### src/htd_pkg.sv
// ----------------------------------------------------------------------------
// htd_pkg
// types and constants shared by the huffman tree decoder modules
// ----------------------------------------------------------------------------
package htd_pkg;

  localparam int IDX_W         = 9;
  localparam int NODE_COUNT    = 2 ** IDX_W;
  localparam int SYM_W         = 8;
  localparam int BITS_PER_ITEM = 8;
  localparam int CNT_W         = 4;
  localparam int FUNC_W        = 2;
  localparam int QUEUE_DEPTH   = 4;

  localparam int IN_DATA_W  = 48;
  localparam int OUT_DATA_W = 8;

  typedef enum logic [FUNC_W-1:0] {
    FUNC_WRITE   = 2'd0,
    FUNC_DECODE  = 2'd1,
    FUNC_RESTART = 2'd2
  } func_e;

  typedef struct packed {
    logic             leaf;
    logic [SYM_W-1:0] symbol;
    logic [IDX_W-1:0] left_child;
    logic [IDX_W-1:0] right_child;
  } node_t;

  typedef struct packed {
    func_e                    func;
    logic [IDX_W-1:0]         node_index;
    node_t                    node;
    logic [BITS_PER_ITEM-1:0] code_bits;
    logic [CNT_W-1:0]         bit_count;
  } item_t;

  typedef struct packed {
    logic  valid;
    item_t item;
  } queue_head_t;

endpackage

### src/htd_queue.sv
// ----------------------------------------------------------------------------
// htd_queue
// small fifo of classified items between the front and the walk engine
// ----------------------------------------------------------------------------
module htd_queue (
  input  logic                clk_i,
  input  logic                rst_ni,
  input  logic                push_i,
  input  htd_pkg::item_t      push_item_i,
  output logic                full_o,
  input  logic                pop_i,
  output htd_pkg::queue_head_t head_o
);

  localparam int PTR_W = $clog2(htd_pkg::QUEUE_DEPTH);
  localparam int FILL_W = $clog2(htd_pkg::QUEUE_DEPTH + 1);

  htd_pkg::item_t    slot_q [htd_pkg::QUEUE_DEPTH];
  logic [PTR_W-1:0]  wr_ptr_q, wr_ptr_d;
  logic [PTR_W-1:0]  rd_ptr_q, rd_ptr_d;
  logic [FILL_W-1:0] fill_q, fill_d;
  logic              do_push, do_pop;

  assign full_o       = (fill_q == FILL_W'(htd_pkg::QUEUE_DEPTH));
  assign head_o.valid = (fill_q != '0);
  assign head_o.item  = slot_q[rd_ptr_q];

  assign do_push = push_i && !full_o;
  assign do_pop  = pop_i && head_o.valid;

  always_comb begin
    wr_ptr_d = wr_ptr_q;
    rd_ptr_d = rd_ptr_q;
    fill_d   = fill_q;
    if (do_push) begin
      wr_ptr_d = wr_ptr_q + PTR_W'(1);
    end
    if (do_pop) begin
      rd_ptr_d = rd_ptr_q + PTR_W'(1);
    end
    if (do_push && !do_pop) begin
      fill_d = fill_q + FILL_W'(1);
    end else if (do_pop && !do_push) begin
      fill_d = fill_q - FILL_W'(1);
    end
  end

  always_ff @(posedge clk_i or negedge rst_ni) begin
    if (!rst_ni) begin
      wr_ptr_q <= '0;
      rd_ptr_q <= '0;
      fill_q   <= '0;
    end else begin
      wr_ptr_q <= wr_ptr_d;
      rd_ptr_q <= rd_ptr_d;
      fill_q   <= fill_d;
    end
  end

  always_ff @(posedge clk_i) begin
    if (do_push) begin
      slot_q[wr_ptr_q] <= push_item_i;
    end
  end

endmodule

### config.mk
export PLATFORM = sky130hd
export DESIGN_NAME = htd_queue
export DESIGN_NICKNAME = d
export VERILOG_FILES = /design/src/htd_pkg.sv /design/src/htd_queue.sv
export SDC_FILE = /design/constraint.sdc
export NUM_CORES = 1
export LEC_CHECK = 0
export BUFFER_PORTS_ARGS = -buffer_cell sky130_fd_sc_hd__buf_2
export CAP_MARGIN = 10
export CORE_UTILIZATION = 35
export CTS_CLUSTER_DIAMETER = 150
export DETAILED_ROUTE_END_ITERATION = 10
export PLACE_DENSITY_LB_ADDON = 0.25
export SYNTH_ARGS = -nofsm -noshare
export SYNTH_HDL_FRONTEND = slang
export SYNTH_SLANG_ARGS = --single-unit
export TNS_END_PERCENT = 1
### constraint.sdc
create_clock -name clk_i -period 2.3 [get_ports clk_i]
set_input_delay 0 -clock clk_i [delete_from_list [all_inputs] [get_ports clk_i]]
set_output_delay 0 -clock clk_i [all_outputs]
set_load 0.03 [all_outputs]
==> report_table.html <==
<table>
<tr><th>Metric</th><th>Value</th></tr>
<tr><th colspan="2">Worst setup path</th></tr>
<tr><td>Startpoint of the most critical register-to-register path</td><td>fill_q[0]</td></tr>
<tr><td>Required time of the worst setup path</td><td>~2.7 ns</td></tr>
<tr><td>Register-to-register path setup slack</td><td>~0.14 ns</td></tr>
<tr><td>Crit path capture type</td><td>flip-flop</td></tr>
<tr><td>Data arrival at the endpoint of the critical path</td><td>2.57 ns</td></tr>
<tr><td>Worst setup startpoint</td><td>fill_q[0]</td></tr>
<tr><td>Worst Reg2Reg Path Length in Cells</td><td>8</td></tr>
<tr><td>Largest fanout on the critical path</td><td>4</td></tr>
<tr><td>Crit start category</td><td>flip-flop</td></tr>
<tr><td>Kind of critical path</td><td>flip-flop to flip-flop</td></tr>
<tr><td>Critical register-to-register path endpoint</td><td>fill_q[2]</td></tr>
<tr><th colspan="2">STA</th></tr>
<tr><td>Transition time at the pin with the least slew margin</td><td>approximately 0.51 ns</td></tr>
<tr><td>Worst Clk Skew</td><td>about 0.014 ns</td></tr>
<tr><td>RSZ-0062 raised after global routing</td><td>no</td></tr>
<tr><td>Share of the clock period used by the worst path after layout</td><td>93.8%</td></tr>
<tr><td>Max-slew headroom</td><td>around 66%</td></tr>
<tr><td>Total count of max-transition violations in the final report</td><td>0</td></tr>
<tr><td>Maximum clock frequency</td><td>~460 MHz</td></tr>
<tr><td>Worst Hold Slack</td><td>~0.075 ns</td></tr>
<tr><td>Total setup violations reported at the end of the flow</td><td>0</td></tr>
<tr><td>Final Hold Fails</td><td>0</td></tr>
<tr><td>Clock period minus final worst setup slack</td><td>2.16 ns</td></tr>
<tr><th colspan="2">Die</th></tr>
<tr><td>Overall die area</td><td>~23000 um2</td></tr>
<tr><td>Effective utilization at floorplan</td><td>about 36%</td></tr>
<tr><td>Horizontal die dimension</td><td>150 um</td></tr>
<tr><td>Number of rows created at floorplan</td><td>53</td></tr>
<tr><td>Core Box Area</td><td>~21000 um2</td></tr>
<tr><td>Number of I/O pins</td><td>approximately 110</td></tr>
<tr><td>Height of the die</td><td>between 150 and 200 um</td></tr>
<tr><th colspan="2">Logic synthesis</th></tr>
<tr><td>Nets in the synthesized netlist</td><td>about 360</td></tr>
<tr><td>Primary flip-flop cell chosen by synthesis mapping</td><td>sky130_fd_sc_hd__edfxtp_1</td></tr>
<tr><td>Most frequent cell after synthesis</td><td>sky130_fd_sc_hd__edfxtp_1</td></tr>
<tr><td>Post-Synth Adder-Cell Area</td><td>under 10%</td></tr>
<tr><td>Number of cells produced by synthesis</td><td>slightly below 300</td></tr>
<tr><td>Synthesized cell area</td><td>about 7700 um2</td></tr>
<tr><td>Top cell types by occurrence after synthesis</td><td>sky130_fd_sc_hd__edfxtp_1 (200), sky130_fd_sc_hd__mux4_2 (48), sky130_fd_sc_hd__dfrtp_1 (7)</td></tr>
<tr><td>Yosys top cell area share</td><td>~78%</td></tr>
<tr><td>Simple-gate area share of the yosys netlist</td><td>0.812%</td></tr>
<tr><td>Post-synthesis cell type count</td><td>22</td></tr>
<tr><td>Mean instance size in the synthesized netlist</td><td>25.9 um2</td></tr>
<tr><td>Largest family of logic cells by synthesized area</td><td>multiplexers</td></tr>
<tr><td>Number of synthesis warnings</td><td>0</td></tr>
<tr><td>Area share of xor/xnor cells in the synthesized design</td><td>0.682%</td></tr>
<tr><td>Async SR Flop Fraction</td><td>3.38%</td></tr>
<tr><td>Number of register bits inferred by synthesis</td><td>a little over 200</td></tr>
<tr><td>Top cell type by total area after synthesis</td><td>sky130_fd_sc_hd__edfxtp_1</td></tr>
<tr><td>EDFF count, synth</td><td>200</td></tr>
<tr><td>Mux contribution to synthesized area</td><td>15.1%</td></tr>
<tr><td>Main area contributors after synthesis</td><td>sky130_fd_sc_hd__edfxtp_1 (78%), sky130_fd_sc_hd__mux4_2 (14%), sky130_fd_sc_hd__dfrtp_1 (2.3%)</td></tr>
<tr><td>Sequential area share after synthesis</td><td>80.3%</td></tr>
<tr><td>Complex-gate fraction of the synthesized area</td><td>0%</td></tr>
<tr><th colspan="2">Global routing</th></tr>
<tr><td>Total routing usage reported by global routing</td><td>between 10% and 20%</td></tr>
<tr><td>Number of global-route vias before repair</td><td>around 4.0k</td></tr>
<tr><td>Global-route wire length before repair</td><td>between 20000 and 25000 um</td></tr>
<tr><td>Antenna violations before repair</td><td>1</td></tr>
<tr><td>Largest net degree at the start of global routing</td><td>30</td></tr>
<tr><td>GRT overflow</td><td>0</td></tr>
<tr><th colspan="2">Drt</th></tr>
<tr><td>Via count</td><td>between 3k and 4k</td></tr>
<tr><td>Detailed-routed wire length on met2</td><td>6940 um</td></tr>
<tr><td>Met3 WL post-DR</td><td>between 800 and 900 um</td></tr>
<tr><td>Remaining routing DRC violations</td><td>0</td></tr>
<tr><td>Uppermost signal routing layer after detailed routing</td><td>met4</td></tr>
<tr><td>Vias/cell</td><td>about 4.7</td></tr>
<tr><td>WL met1</td><td>approximately 6100 um</td></tr>
<tr><td>Total routed wirelength</td><td>around 14000 um</td></tr>
<tr><td>Drt first pass iters</td><td>4</td></tr>
<tr><td>Antenna-violating nets left</td><td>0</td></tr>
<tr><td>Average wire length per cell after detail routing</td><td>18.4 um</td></tr>
<tr><td>Drt first-iter violations</td><td>140</td></tr>
<tr><th colspan="2">Clocking</th></tr>
<tr><td>CTS tree</td><td>yes</td></tr>
<tr><td>Htree depth</td><td>1</td></tr>
<tr><td>Insertion delay of the later-clocked pin in the worst-skew pair</td><td>roughly 0.50 ns</td></tr>
<tr><td>Number of buffers added by the clock tree synthesis step</td><td>23</td></tr>
<tr><td>Clock sink count</td><td>207</td></tr>
<tr><td>Worst-case clock buffer depth</td><td>3</td></tr>
<tr><td>Clock root buffer</td><td>sky130_fd_sc_hd__clkbuf_16</td></tr>
<tr><td>Clock input transition at the sequential cells of the worst setup and hold paths</td><td>0.06 ns</td></tr>
<tr><th colspan="2">Power</th></tr>
<tr><td>Worst IR drop on VDD</td><td>between 0.7 and 0.8 mV</td></tr>
<tr><td>Final Total Pwr</td><td>13.4 mW</td></tr>
<tr><td>Leakage</td><td>about 3.5 nW</td></tr>
<tr><td>Power per cell area</td><td>about 1300 nW/um2</td></tr>
<tr><th colspan="2">Worst hold path</th></tr>
<tr><td>Class of the worst hold path</td><td>input port to flip-flop</td></tr>
<tr><td>Terminating pin of the worst hold path</td><td>wr_ptr_q[0]</td></tr>
<tr><td>Worst Hold Launch</td><td>push_i</td></tr>
<tr><td>Hold path cells</td><td>4</td></tr>
<tr><th colspan="2">Layout</th></tr>
<tr><td>Net count of the finished layout</td><td>approximately 540</td></tr>
<tr><td>Fraction of the core area covered by cells at the end of the flow</td><td>between 40% and 50%</td></tr>
<tr><td>Growth of design area from synthesis to finish</td><td>28.9%</td></tr>
<tr><td>Layout cell share with drive strength beyond 1</td><td>43.3%</td></tr>
<tr><th colspan="2">Run</th></tr>
<tr><td>Maxcap violations</td><td>0</td></tr>
<tr><th colspan="2">Placement</th></tr>
<tr><td>HPWL after DPL</td><td>around 8300 um</td></tr>
<tr><td>RD Place Congestion</td><td>0.689</td></tr>
<tr><td>Port-buffer cells</td><td>roughly 110</td></tr>
<tr><th colspan="2">Run status</th></tr>
<tr><td>Outcome</td><td>completed</td></tr>
</table>
==> logic make-up after synthesis <==
kind of cell             Yosys count
AND/OR/NAND/NOR                   10
adder cells (fa/ha/maj)            6
flip-flops                       207
XOR/XNOR                           6
buffers and inverters             16
multiplexers                      52
==> state kept, by name (all words and copies together) (netlist names) <==
name / cells
slot_q: 200
wr_ptr_q: 2
rd_ptr_q: 2
fill_q: 3
==> per-stage QoR <==
step                      cell area, um2  setup TNS, ns  setup slack (ns)  cells
after floorplan                     7700         -28.75            -0.192    297
after global placement              8640              0             0.258    680
after detailed placement            8640              0             0.121    680
after CTS                           9920              0            0.0790    774
after global routing                9930              0            0.0364    774
final                               9930              0             0.143    775
==> layout by cell type, fill, tap and decap left out, types with 3 or more instances in the layout <==
master,netlist,final
sky130_fd_sc_hd__edfxtp_1,200,200
sky130_fd_sc_hd__buf_2,5,105
sky130_fd_sc_hd__dlygate4sd3_1,0,53
sky130_fd_sc_hd__mux4_2,48,48
sky130_fd_sc_hd__clkbuf_16,0,23
sky130_fd_sc_hd__buf_4,0,9
sky130_fd_sc_hd__buf_12,5,7
sky130_fd_sc_hd__clkinv_2,0,6
sky130_fd_sc_hd__clkinv_1,0,5
sky130_fd_sc_hd__and2_2,0,4
sky130_fd_sc_hd__xnor2_1,4,4
sky130_fd_sc_hd__ha_1,5,4
sky130_fd_sc_hd__dfrtp_1,7,4
sky130_fd_sc_hd__inv_1,3,3
sky130_fd_sc_hd__bufinv_16,0,3
==> worst max path at each step <==
stage          slack [ns]  cells after the start            to
6_report             0.14                      8     fill_q[2]
3_5_place_dp         0.12                      8     fill_q[2]
3_3_place_gp         0.26                      8     fill_q[2]
5_1_grt              0.04                      8     fill_q[2]
4_1_cts              0.08                      8     fill_q[2]
2_1_floorplan       -0.19                      4  slot_q[3][0]
==> power breakdown <==
group / internal (mW) / total, mW / switching (mW)
clock: 2.15 / 3.53 / 1.38
combinational: 1.83 / 4.53 / 2.70
sequential: 5.00 / 5.32 / 0.327
total: 8.98 / 13.4 / 4.40
==> worst max-delay path, stage by stage, from the launching register on <==
cell and delay [ns]:
sky130_fd_sc_hd__dfrtp_2 0.45, sky130_fd_sc_hd__or3_4 0.42, sky130_fd_sc_hd__nand2_1 0.12, sky130_fd_sc_hd__ha_2 0.21, sky130_fd_sc_hd__inv_1 0.05, sky130_fd_sc_hd__fa_1 0.39, sky130_fd_sc_hd__xor2_1 0.16, sky130_fd_sc_hd__nor2_1 0.11
sky130_fd_sc_hd__xor2_1 0.17
==> cell type report <==
class / count / area, um2
Clock inverter: 16 / 156
Antenna cell: 1 / 2.50
Timing Repair Buffer: 175 / 1280
Multi-Input combinational cell: 74 / 1370
Sequential cell: 207 / 6190
Inverter: 3 / 11.3
Clock buffer: 24 / 579
Tap cell: 275 / 344
Fill cell: 1795 / 11400
==> timing repair <==
action | in CTS | in global routing
endpoints found under the hold margin | 209 | 0
cloned | 0 | 0
setup endpoints to repair | 8 | 1
resized for setup | 0 | 3
buffers inserted | 1 | 0
hold buffers | 53 | 0
==> layer usage <==
| metal | track usage (%) | vias up |
|---|---|---|
| met4 | 3.54 | 0 |
| met1 | 16.8 | 1851 |
| met3 | 3.58 | 27 |
| met5 | 0 | - |
| met2 | 21.8 | 98 |
| li1 | - | 1640 |
Power figures use the tool's default switching activity.
